[config.mk]
export PLATFORM = sky130hd
export DESIGN_NAME = led_matrix_row_frame_store_core
export DESIGN_NICKNAME = d
export VERILOG_FILES = /design/src/sv/lmrfs_pkg.sv /design/src/sv/lmrfs_cfg_regs.sv /design/src/sv/lmrfs_row_unit.sv /design/src/sv/led_matrix_row_frame_store_core.sv
export SDC_FILE = /design/constraint.sdc
export NUM_CORES = 2
export LEC_CHECK = 0
export BUFFER_PORTS_ARGS = -buffer_cell sky130_fd_sc_hd__clkbuf_2
export CAP_MARGIN = 10
export CORE_ASPECT_RATIO = 0.75
export CORE_MARGIN = 4
export CORE_UTILIZATION = 30
export DETAILED_ROUTE_END_ITERATION = 10
export GPL_TIMING_DRIVEN = 0
export PLACE_DENSITY = 0.42
export SLEW_MARGIN = 25
export SYNTH_ARGS = -nofsm -noshare
export SYNTH_HDL_FRONTEND = slang
export SYNTH_SLANG_ARGS = --single-unit
[constraint.sdc]
create_clock -name clk -period 5.7 [get_ports clk]
set_clock_uncertainty 0.2 [all_clocks]
set_input_delay 0.285 -clock clk [delete_from_list [all_inputs] [get_ports clk]]
set_output_delay 0.285 -clock clk [all_outputs]
set_load 0.005 [all_outputs]
[src/sv/lmrfs_pkg.sv]
// shared types, constants and codes for the led matrix row frame store
// no dependencies
package lmrfs_pkg;

	localparam int MAX_ROWS    = 16;
	localparam int MAX_COLUMNS = 32;
	localparam int ROW_BITS    = ((MAX_ROWS + MAX_COLUMNS + 7) / 8) * 8;
	localparam int SLOT_BYTES  = ROW_BITS / 8;

	localparam int ROW_IDX_W  = $clog2(MAX_ROWS);
	localparam int COL_IDX_W  = $clog2(MAX_COLUMNS);
	localparam int ROWS_W     = $clog2(MAX_ROWS + 1);
	localparam int COLS_W     = $clog2(MAX_COLUMNS + 1);
	localparam int POS_W      = $clog2(ROW_BITS);
	localparam int BCNT_W     = $clog2(SLOT_BYTES + 1);
	localparam int CFG_IDX_W  = 2;
	localparam int CFG_DATA_W = 6;

	localparam logic [ROW_BITS-1:0] ROW_TOP = {1'b1, {(ROW_BITS-1){1'b0}}};

	typedef enum logic [2:0] {
		REQ_CLEAR      = 3'd0,
		REQ_SET_PIXEL  = 3'd1,
		REQ_ROW_SELECT = 3'd2,
		REQ_UNMARK     = 3'd3,
		REQ_TRANSMIT   = 3'd4,
		REQ_QUERY      = 3'd5
	} req_code_t;

	typedef enum logic [CFG_IDX_W-1:0] {
		REG_ROWS      = 2'd0,
		REG_COLUMNS   = 2'd1,
		REG_COL_LEVEL = 2'd2,
		REG_ROW_LEVEL = 2'd3
	} cfg_reg_t;

	// configuration as seen by the datapath, sizes already saturated
	typedef struct packed {
		logic [ROWS_W-1:0] rows_used;
		logic [COLS_W-1:0] cols_used;
		logic              col_level;
		logic              row_level;
	} cfg_t;

	// one job for the row merge unit
	typedef struct packed {
		logic [ROW_BITS-1:0] base;
		logic [POS_W-1:0]    start;
		logic [ROWS_W-1:0]   len;
		logic                flip_en;
		logic [POS_W-1:0]    flip_pos;
		logic                level;
	} upd_req_t;

endpackage

[src/sv/lmrfs_cfg_regs.sv]
// configuration registers of the frame store, with saturation of the sizes
// depends on lmrfs_pkg
module lmrfs_cfg_regs
	import lmrfs_pkg::*;
(
	input  logic                  clk,
	input  logic                  arst_n,
	input  logic                  cfg_valid,
	output logic                  cfg_ready,
	input  logic [CFG_IDX_W-1:0]  cfg_index,
	input  logic [CFG_DATA_W-1:0] cfg_data,
	output cfg_t                  cfg
);

	logic [4:0] matrix_rows_q;
	logic [5:0] matrix_columns_q;
	logic       column_on_level_q;
	logic       row_on_level_q;

	assign cfg_ready = 1'b1;

	always_ff @(posedge clk or negedge arst_n) begin
		if (!arst_n) begin
			matrix_rows_q     <= 5'd8;
			matrix_columns_q  <= 6'd8;
			column_on_level_q <= 1'b1;
			row_on_level_q    <= 1'b1;
		end else if (cfg_valid && cfg_ready) begin
			unique case (cfg_reg_t'(cfg_index))
				REG_ROWS:      matrix_rows_q     <= cfg_data[4:0];
				REG_COLUMNS:   matrix_columns_q  <= cfg_data[5:0];
				REG_COL_LEVEL: column_on_level_q <= cfg_data[0];
				REG_ROW_LEVEL: row_on_level_q    <= cfg_data[0];
				default: ;
			endcase
		end
	end

	always_comb begin
		if (matrix_rows_q == '0)
			cfg.rows_used = ROWS_W'(1);
		else if (matrix_rows_q > 5'(MAX_ROWS))
			cfg.rows_used = ROWS_W'(MAX_ROWS);
		else
			cfg.rows_used = ROWS_W'(matrix_rows_q);

		if (matrix_columns_q == '0)
			cfg.cols_used = COLS_W'(1);
		else if (matrix_columns_q > 6'(MAX_COLUMNS))
			cfg.cols_used = COLS_W'(MAX_COLUMNS);
		else
			cfg.cols_used = COLS_W'(matrix_columns_q);

		cfg.col_level = column_on_level_q;
		cfg.row_level = row_on_level_q;
	end

endmodule

[src/sv/lmrfs_row_unit.sv]
// shared row merge unit: shifts a run mask and a one-hot into place and
// merges a level into a stored row; depends on lmrfs_pkg
module lmrfs_row_unit
	import lmrfs_pkg::*;
(
	input  upd_req_t            upd,
	output logic [ROW_BITS-1:0] row_new
);

	logic [ROW_BITS-1:0] mask;
	logic [ROW_BITS-1:0] flip;
	logic [ROW_BITS-1:0] level_v;

	// bit position 0 sits at the msb of the row vector
	always_comb begin
		mask    = (~({ROW_BITS{1'b1}} >> upd.len)) >> upd.start;
		flip    = upd.flip_en ? (ROW_TOP >> upd.flip_pos) : '0;
		level_v = {ROW_BITS{upd.level}} ^ flip;
		row_new = (upd.base & ~mask) | (mask & level_v);
	end

endmodule

[src/sv/led_matrix_row_frame_store_core.sv]
// frame store for a shift-register led matrix: set pixel and row select write
// the row when accepted, clear walks all 16 row slots through the merge unit,
// transmit latches the row and then gives one byte per cycle while the output
// is not stalled (up to 6), and query answers from a registered mark.
// reset clears the frame and marks and loads 8 rows, 8 columns, active-high.
module led_matrix_row_frame_store_core
	import lmrfs_pkg::*;
(
	input  logic                  clk,
	input  logic                  arst_n,
	input  logic                  cfg_valid,
	output logic                  cfg_ready,
	input  logic [CFG_IDX_W-1:0]  cfg_index,
	input  logic [CFG_DATA_W-1:0] cfg_data,
	input  logic                  req_valid,
	output logic                  req_stall,
	input  logic [2:0]            req_type,
	input  logic [ROW_IDX_W-1:0]  row_index,
	input  logic [COL_IDX_W-1:0]  column_index,
	input  logic                  is_on,
	output logic                  rsp_valid,
	input  logic                  rsp_stall,
	output logic                  result_kind,
	output logic [7:0]            row_byte,
	output logic                  last_byte,
	output logic                  row_marked
);

	typedef enum logic [1:0] {
		ST_IDLE,
		ST_CLEAR,
		ST_EMIT
	} state_t;

	cfg_t                cfg;
	upd_req_t            upd;
	logic [ROW_BITS-1:0] row_new;

	state_t                state_q;
	logic [ROW_IDX_W-1:0]  clr_row_q;
	logic [ROW_BITS-1:0]   tx_row_q;
	logic [BCNT_W-1:0]     bytes_left_q;
	logic                  is_query_q;
	logic                  mark_q;
	logic                  rsp_valid_q;
	logic                  result_kind_q;
	logic [7:0]            row_byte_q;
	logic                  last_byte_q;
	logic                  row_marked_q;

	logic [ROW_BITS-1:0] row_bits_q [MAX_ROWS];
	logic [MAX_ROWS-1:0] row_marks_q;

	logic                 req_accept;
	logic                 row_ok;
	logic                 col_ok;
	logic                 clr_row_in;
	logic [POS_W-1:0]     own_pos;
	logic [POS_W-1:0]     sum_m1;
	logic [BCNT_W-1:0]    n_bytes;
	logic                 wr_en;
	logic [ROW_IDX_W-1:0] wr_row;
	logic                 out_free;

	lmrfs_cfg_regs u_cfg (
		.clk       (clk),
		.arst_n    (arst_n),
		.cfg_valid (cfg_valid),
		.cfg_ready (cfg_ready),
		.cfg_index (cfg_index),
		.cfg_data  (cfg_data),
		.cfg       (cfg)
	);

	lmrfs_row_unit u_row (
		.upd     (upd),
		.row_new (row_new)
	);

	assign req_stall  = (state_q != ST_IDLE);
	assign req_accept = req_valid && !req_stall;
	assign row_ok     = ROWS_W'(row_index) < cfg.rows_used;
	assign col_ok     = COLS_W'(column_index) < cfg.cols_used;
	assign clr_row_in = ROWS_W'(clr_row_q) < cfg.rows_used;
	assign out_free   = !rsp_valid_q || !rsp_stall;

	// own select bit: the last row comes first after the columns
	assign own_pos = POS_W'(cfg.cols_used) + POS_W'(cfg.rows_used)
		- POS_W'(1) - POS_W'(row_index);
	assign sum_m1  = POS_W'(cfg.cols_used) + POS_W'(cfg.rows_used) - POS_W'(1);
	assign n_bytes = BCNT_W'(1) + BCNT_W'(sum_m1 >> 3);

	always_comb begin
		upd.base     = row_bits_q[row_index];
		upd.start    = POS_W'(cfg.cols_used);
		upd.len      = cfg.rows_used;
		upd.flip_en  = is_on;
		upd.flip_pos = own_pos;
		upd.level    = !cfg.row_level;
		if (state_q == ST_CLEAR) begin
			upd.base    = {ROW_BITS{!cfg.col_level}};
			upd.len     = clr_row_in ? cfg.rows_used : '0;
			upd.flip_en = 1'b0;
		end else if (req_type == REQ_SET_PIXEL) begin
			upd.start   = POS_W'(column_index);
			upd.len     = ROWS_W'(1);
			upd.flip_en = 1'b0;
			upd.level   = (is_on == cfg.col_level);
		end
	end

	assign wr_row = (state_q == ST_CLEAR) ? clr_row_q : row_index;
	assign wr_en  = (state_q == ST_CLEAR)
		|| (req_accept && row_ok
			&& ((req_type == REQ_SET_PIXEL && col_ok) || req_type == REQ_ROW_SELECT));

	always_ff @(posedge clk or negedge arst_n) begin
		if (!arst_n) begin
			for (int r = 0; r < MAX_ROWS; r++)
				row_bits_q[r] <= '0;
		end else if (wr_en) begin
			row_bits_q[wr_row] <= row_new;
		end
	end

	always_ff @(posedge clk or negedge arst_n) begin
		if (!arst_n) begin
			row_marks_q <= '0;
		end else if (state_q == ST_CLEAR) begin
			if (clr_row_in)
				row_marks_q[clr_row_q] <= 1'b1;
		end else if (req_accept && row_ok) begin
			if (req_type == REQ_ROW_SELECT)
				row_marks_q[row_index] <= 1'b1;
			else if (req_type == REQ_UNMARK)
				row_marks_q[row_index] <= 1'b0;
		end
	end

	always_ff @(posedge clk or negedge arst_n) begin
		if (!arst_n) begin
			state_q       <= ST_IDLE;
			clr_row_q     <= '0;
			tx_row_q      <= '0;
			bytes_left_q  <= '0;
			is_query_q    <= 1'b0;
			mark_q        <= 1'b0;
			rsp_valid_q   <= 1'b0;
			result_kind_q <= 1'b0;
			row_byte_q    <= '0;
			last_byte_q   <= 1'b0;
			row_marked_q  <= 1'b0;
		end else begin
			if (state_q == ST_EMIT && out_free)
				rsp_valid_q <= 1'b1;
			else if (rsp_valid_q && !rsp_stall)
				rsp_valid_q <= 1'b0;
			unique case (state_q)
				ST_IDLE: begin
					if (req_accept) begin
						unique case (req_code_t'(req_type))
							REQ_CLEAR: begin
								clr_row_q <= '0;
								state_q   <= ST_CLEAR;
							end
							REQ_TRANSMIT: begin
								if (row_ok) begin
									tx_row_q     <= row_bits_q[row_index];
									bytes_left_q <= n_bytes;
									is_query_q   <= 1'b0;
									state_q      <= ST_EMIT;
								end
							end
							REQ_QUERY: begin
								is_query_q <= 1'b1;
								mark_q     <= row_ok && row_marks_q[row_index];
								state_q    <= ST_EMIT;
							end
							default: ;
						endcase
					end
				end
				ST_CLEAR: begin
					clr_row_q <= clr_row_q + ROW_IDX_W'(1);
					if (clr_row_q == ROW_IDX_W'(MAX_ROWS - 1))
						state_q <= ST_IDLE;
				end
				ST_EMIT: begin
					if (out_free) begin
						if (is_query_q) begin
							result_kind_q <= 1'b1;
							row_byte_q    <= '0;
							last_byte_q   <= 1'b0;
							row_marked_q  <= mark_q;
							state_q       <= ST_IDLE;
						end else begin
							result_kind_q <= 1'b0;
							row_byte_q    <= tx_row_q[ROW_BITS-1 -: 8];
							last_byte_q   <= (bytes_left_q == BCNT_W'(1));
							row_marked_q  <= 1'b0;
							tx_row_q      <= tx_row_q << 8;
							bytes_left_q  <= bytes_left_q - BCNT_W'(1);
							if (bytes_left_q == BCNT_W'(1))
								state_q <= ST_IDLE;
						end
					end
				end
				default: state_q <= ST_IDLE;
			endcase
		end
	end

	assign rsp_valid   = rsp_valid_q;
	assign result_kind = result_kind_q;
	assign row_byte    = row_byte_q;
	assign last_byte   = last_byte_q;
	assign row_marked  = row_marked_q;

	// a mark answer never carries row data or a last flag
	a_query_clean: assert property (@(posedge clk) disable iff (!arst_n)
		rsp_valid && result_kind |-> !last_byte && row_byte == '0)
		else $error("mark answer carries byte data");

	// a transmit in flight always has between one and a full slot of bytes left
	a_bytes_left: assert property (@(posedge clk) disable iff (!arst_n)
		state_q == ST_EMIT && !is_query_q
			|-> bytes_left_q != '0 && bytes_left_q <= BCNT_W'(SLOT_BYTES))
		else $error("transmit byte count out of range");

	// the clear walk starts at row zero only when it has just been entered
	a_clear_start: assert property (@(posedge clk) disable iff (!arst_n)
		state_q == ST_CLEAR && $past(state_q) == ST_CLEAR |-> clr_row_q != '0)
		else $error("clear walk wrapped without leaving");

endmodule

### Yosys cells after proc, flatten, opt, wreduce, memory -nomap -nowiden

Index checks and enable logic that the tools add are counted.

* logic and storage cells: 192
* output and inout bits: 14
* flip-flop bits (word level): 868
* input bits: 26

* eq/ne operators: 25
* $add $sub $neg: 6
* mux-type cells: 61
* shift-type cells: 3
* reductions and logical operators: 41
* bitwise operators: 12
* order comparisons: 12

Operators with widths (number)
* $bwmux 768: 1
* $mux 48: 10
* $bmux 48 s4: 1
* $demux 48 s4: 1
* $and 48x48->48: 2
* $not 48->48: 2
* $pmux 48 s2: 1
* $mux 16: 5
* $or 48x48->48: 1
* $shr 48x5->48 const A: 1
* $shr 48x6->48: 1
* $shr 48x6->48 const A: 1
* $xor 48x48->48: 1
* $or 16x16->16: 2
* $mux 6: 4
* $and 16x16->16: 1
* $not 16->16: 1
* $mux 3: 5
* $mux 5: 3
* $mux 12: 1
* $mux 2: 6
* $mux 4: 3
* $ne 2x2->1 const B: 6
* $pmux 2 s3: 2
* 46 further kinds: 98

### Longest topological paths before layout

* word-level depth: 13
* depth in mapped cells: 20

### By module

From an unflattened synthesis, not the netlist that was laid out.

* cells, all modules: 3435
* area total of the unflattened synthesis: 44936.8 sq um

Modules (own cells, without submodules)
* led_matrix_row_frame_store_core: sequential area each 21395.5 sq um, area an instance 40402.5 sq um, cells an instance 2771, times used 1
* lmrfs_row_unit: sequential area each 0.0 sq um, area an instance 3906.2 sq um, cells an instance 615, times used 1
* lmrfs_cfg_regs: sequential area each 330.3 sq um, area an instance 628.1 sq um, cells an instance 49, times used 1

### Least setup slack after synthesis

OpenSTA, ideal clock, no wires.

* kind: reg-to-reg
* from: register u_cfg.matrix_columns_q[1]
* to: register row_bits_q[162] in the netlist's numbering
* cell stages (with the launch flop): 18
* setup time: 0.125 ns
* data arrival time: 4.550 ns
* clock period less this slack: 4.875 ns
* path slack: 0.825 ns
* cells stage by stage: dfrtp_1 -> nor4_4 -> o21a_1 -> inv_2 -> ha_1 -> inv_1 -> ha_1 -> fa_1 -> ha_1 -> o2bb2ai_1 -> o221ai_1 -> xnor2_1 -> nand3_1 -> nor2_1 -> xor2_1 -> a311o_1 -> buf_2 -> mux2_2

* word-level cells in the longest chain between the ends: 12
* elaborated cells on any way between the ends: 23

Ends and longest elaborated chain
* from (decl): line lmrfs_cfg_regs.sv:16 `logic [5:0] matrix_columns_q;`
* from (signal assigned): line lmrfs_cfg_regs.sv:31 `REG_COLUMNS: matrix_columns_q <= cfg_data[5:0];`
* $gt 6x6->1: line lmrfs_cfg_regs.sv:49 `else if (matrix_columns_q > 6'(MAX_COLUMNS))`
* $mux 6: line lmrfs_cfg_regs.sv:49
* $mux 6 (*): line lmrfs_cfg_regs.sv:47 `if (matrix_columns_q == '0)`
* $add 6x5->6: line led_matrix_row_frame_store_core.sv:88 `assign own_pos = POS_W'(cfg.cols_used) + POS_W'(cfg.rows_used)`
* $sub 6x1->6: line led_matrix_row_frame_store_core.sv:89 `- POS_W'(1) - POS_W'(row_index);`
* $sub 6x4->6: line led_matrix_row_frame_store_core.sv:89
* $shr 48x6->48: line lmrfs_row_unit.sv:17 `flip = upd.flip_en ? (ROW_TOP >> upd.flip_pos) : '0;`
* $mux 48: line lmrfs_row_unit.sv:17
* $xor 48x48->48: line lmrfs_row_unit.sv:18 `level_v = {ROW_BITS{upd.level}} ^ flip;`
* $and 48x48->48: line lmrfs_row_unit.sv:19 `row_new = (upd.base & ~mask) | (mask & level_v);`
* $or 48x48->48: line lmrfs_row_unit.sv:19
* $bwmux 768: line led_matrix_row_frame_store_core.sv:122 `row_bits_q[wr_row] <= row_new;`
* to (signal, indexed assignment): line led_matrix_row_frame_store_core.sv:122
* to (decl): line led_matrix_row_frame_store_core.sv:51 `logic [ROW_BITS-1:0] row_bits_q [MAX_ROWS];`

Mark *: on every way between the ends. The rest lies on a longest branch, timed or not.
A chain may end at the register's enable or synchronous reset.

### Worst setup path after layout

* from: register u_cfg.matrix_rows_q[4]
* to: register row_bits_q[364] in the netlist's numbering

* word-level cells in the longest chain between the ends: 13
* elaborated cells on any way between the ends: 26

Ends and longest elaborated chain
* from (decl): line lmrfs_cfg_regs.sv:15 `logic [4:0] matrix_rows_q;`
* from (signal assigned): line lmrfs_cfg_regs.sv:30 `REG_ROWS: matrix_rows_q <= cfg_data[4:0];`
* $gt 5x5->1: line lmrfs_cfg_regs.sv:42 `else if (matrix_rows_q > 5'(MAX_ROWS))`
* $mux 5: line lmrfs_cfg_regs.sv:42
* $mux 5 (*): line lmrfs_cfg_regs.sv:40 `if (matrix_rows_q == '0)`
* branches (longest 10 deep; another with $add 6x5->6)

Mark *: on every way between the ends.

==> summary.md <==
| Metric | Value |
|---|---|
| Most frequent cells in the layout | `dfrtp_1 (864), mux2_2 (781), mux4_2 (240)` |
| Worst reg2reg endpoint | `row_bits_q[364]` |
| Die Y | `340 um` |
| Count of final setup violators | `0` |
| Wirelength per Cell | `29.3 um` |
| Share of the synthesized area in the top cell type | `0.490` |
| Post-synthesis sequential area ratio | `0.492` |
| Final WL | `161000 um` |
| Core Box Area | `146000 sq um` |
| Mux share of post-synthesis cell area | `0.331` |
| Hold slack | `144 ps` |
| Tmin final | `5580 ps` |
| Mapped Area | `44100 sq um` |
| Critical path peak fanout | `10` |
| Largest net degree at the start of global routing | `80` |
| Clock latency on the worst-skew pair | `710 ps` |
| First drt pass iteration count | `5` |
| # DRC | `0` |
| Initial Util | `0.303` |
| # IOs | `40` |
| Largest stage delay, worst path | `500 ps` |
| Initial antenna violation count | `7` |
| Synth area leader | `dfrtp_1` |
| Post-Synth XOR/XNOR Area | `0.0127` |
| Avg Cell Area, Syn | `13.5 sq um` |
| Period utilization | `0.979` |
| CTS Buf Count | `94` |
| Most Crowded Layer GR | `met1` |
| Synth-to-Final Area Change | `16.2%` |
| Peak supply drop | `253 uV` |
| Vias | `29700` |
| Worst slew pin tran | `1110 ps` |
| CP cell instances | `buf_2, buf_2, nor2b_2, inv_1, ha_1, a21oi_1, nor2_1, a41oi_2, a31oi_1, nor3_4, o21ai_1, nor2_1, buf_2, buf_2, mux2_2` |
| Register-to-Register Path Depth | `15` |
| DPL Wire Length | `115000 um` |
| Initial DRC count | `2903` |
| CTS tree | `yes` |
| Power Density | `519 nW/um^2` |
| Fraction of layout cells with a size suffix above 1 | `0.438` |
| Top_reg_cell synth | `dfrtp_1` |
| Setup CP Type | `flip-flop to flip-flop` |
| Crit. End Element | `flip-flop` |
| GR Util met1 | `0.335` |
| CTS Buffer Depth | `3` |
| Die area | `153000 sq um` |
| Met3 Track Usage GR | `0.0452` |
| Dominant delay contributor by cell family on the critical path | `buffers and inverters` |
| Most used cell, CP | `buf_2` |
| Synth Area in Simple Gates | `0.0552` |
| Post-synthesis compound-gate area fraction | `0.0677` |
| Vias per Instance | `5.40` |
| Max-cap violation count | `0` |
| Post-synth EDFFs | `0` |
| Slowest CP cell | `buf_2` |
| Area contributors post-synth | `dfrtp_1 (49%), mux2_2 (20%), mux4_2 (12%)` |
| Worst Hold Launch | `req_valid` |
| Vias in the first global route | `29700` |
| Tot GR Track Use | `0.208` |
| Number of clock sinks | `868` |
| FMAX | `179 MHz` |
| Grt ovf | `0` |
| Gpl congestion | `0.942` |
| Design area | `51300 sq um` |
| Worst hold stages | `7` |
| CP Buf/Inv Count | `5` |
| Main combinational cell family by area after synthesis | `multiplexers` |
| Unique masters post-synth | `102` |
| WP data required | `6090 ps` |
| Slew margin rel. | `0.258` |
| R2r setup slk | `120 ps` |
| Status | `complete, no violations` |
| H-tree depth | `3` |
| FF+latch count, synth | `868` |
| ANT nets after route | `0` |
| Fin nets | `3515` |
| RSZ-0062 raised after global routing | `yes` |
| Worst Hold Endpoint | `state_q[1]` |
| Num rows | `121` |
| DP Area | `47300 sq um` |
| Wire length of the first global-routing pass | `231000 um` |
| Yosys warns | `0` |
| Syn Inst Count | `3272` |
| Crit path launch type | `flip-flop` |
| Max Slew Vio Count | `0` |
| Ys async rst share | `1.00` |
| Post-Syn Nets | `3330` |
| Routing usage on met2 | `0.286` |
| Clock Root Buffer | `clkbuf_16` |
| Reg clk slew, reported paths | `60 ps` |
| Class of the worst hold path | `input port to flip-flop` |
| IO buf count | `37` |
| Die W | `451 um` |
| Leakage | `22.8 nW` |
| Adder-cell share of the synthesized area | `0.00941` |
| Reg2Reg Launch Point | `u_cfg.matrix_rows_q[4]` |
| Data arrival time of the worst path | `5970 ps` |
| Final Hold Viols | `0` |
| Most common cell after layout, fill and taps aside | `dfrtp_1` |
[Yosys cell counts (all sizes together) (29+ instances only)]
master    n
mux2    781
nand2   201
ha       30
mux4    240
o21ai    49
mux2i    38
clkbuf  100
xnor2    40
a21oi   127
buf     166
a31oi    52
inv      29
nor2    183
dfrtp   864
nor3     31
nand3    40
[where the power goes]
part	switching, mW	internal (mW)
combinational	6.24	4.52
clock	2.74	3.50
sequential	1.16	8.45
total	10.1	16.5
[through the flow]
stage / utilization / setup TNS, ps / power, mW / setup slack (ps) / cells
final: 0.352 / 0 / 26.6 / 119 / 5504
after global routing: 0.352 / -194 / 28.0 / -28.4 / 5503
after CTS: 0.350 / 0 / 26.3 / 6.47 / 5495
after detailed placement: 0.325 / -440720 / 19.7 / -1080 / 5295
after global placement: 0.321 / - / 19.6 / -18770 / 5277
after floorplan: - / 0 / 15.9 / 825 / 3272
[what timing repair did]
action	CTS	global route
pin swaps	1	4
endpoints found under the hold margin	251	0
endpoints found under the setup margin	762	549
resized for setup	42	48
buffers inserted	2	9
hold buffers	24	0
[cell type report]
type / count / area, sq um
timing repair buffer: 90 / 1060
buffer: 265 / 1320
fill: 14400 / 94400
antenna: 1 / 2.50
tap: 1968 / 2460
sequential: 868 / 21700
clock inverter: 31 / 345
clock buffer: 143 / 2760
multi-input combinational: 2107 / 21500
inverter: 31 / 120
[metal layers]
metal / vias to the layer above / wire length [um]
met1: 16100 / 81700
met2: 909 / 65500
li1: 12600 / -
met4: 4 / 2470
met5: - / 27
met3: 163 / 11400
[cell families (layout without fill, tap and decap cells)]
logic type | after synthesis | count (layout)
AOI/OAI and AO/OA | 418 | 418
xor gates and xnor gates | 61 | 61
adders and majority gates | 32 | 32
buffers and inverters | 297 | 560
DFF | 868 | 868
muxes | 1059 | 1059
other | 1 | 2
and+or+nand+nor | 536 | 536
[flip-flops by register name, summed over array words and instances, names as in the netlist, 2 cells and up, named ones only]
| signal | cells |
|---|---|
| row_bits_q | 768 |
| tx_row_q | 48 |
| row_byte | 8 |
| u_cfg.matrix_columns_q | 6 |
| u_cfg.matrix_rows_q | 5 |
| clr_row_q | 4 |
| bytes_left_q | 3 |
| state_q | 2 |
[worst min-delay path: stages]
cell and delay (ps):
clkbuf_2 150, nand2b_1 110, a21oi_1 60, a21oi_1 130
a21oi_1 90, o21ai_0 80, a22oi_1 90
[worst max-delay path by stage]
stage                         startpoint               to  slack, ps  depth (start not counted)
3_5_place_dp   u_cfg.matrix_columns_q[5]  row_bits_q[258]      -1080                         18
6_report          u_cfg.matrix_rows_q[4]  row_bits_q[364]        120                         15
5_1_grt           u_cfg.matrix_rows_q[4]  row_bits_q[305]        -30                         16
2_1_floorplan  u_cfg.matrix_columns_q[1]  row_bits_q[162]        830                         17
3_3_place_gp                      arst_n  row_bits_q[264]     -18770                          1
4_1_cts           u_cfg.matrix_rows_q[4]  row_bits_q[305]          6                         15
Power figures use the tool's default switching activity.
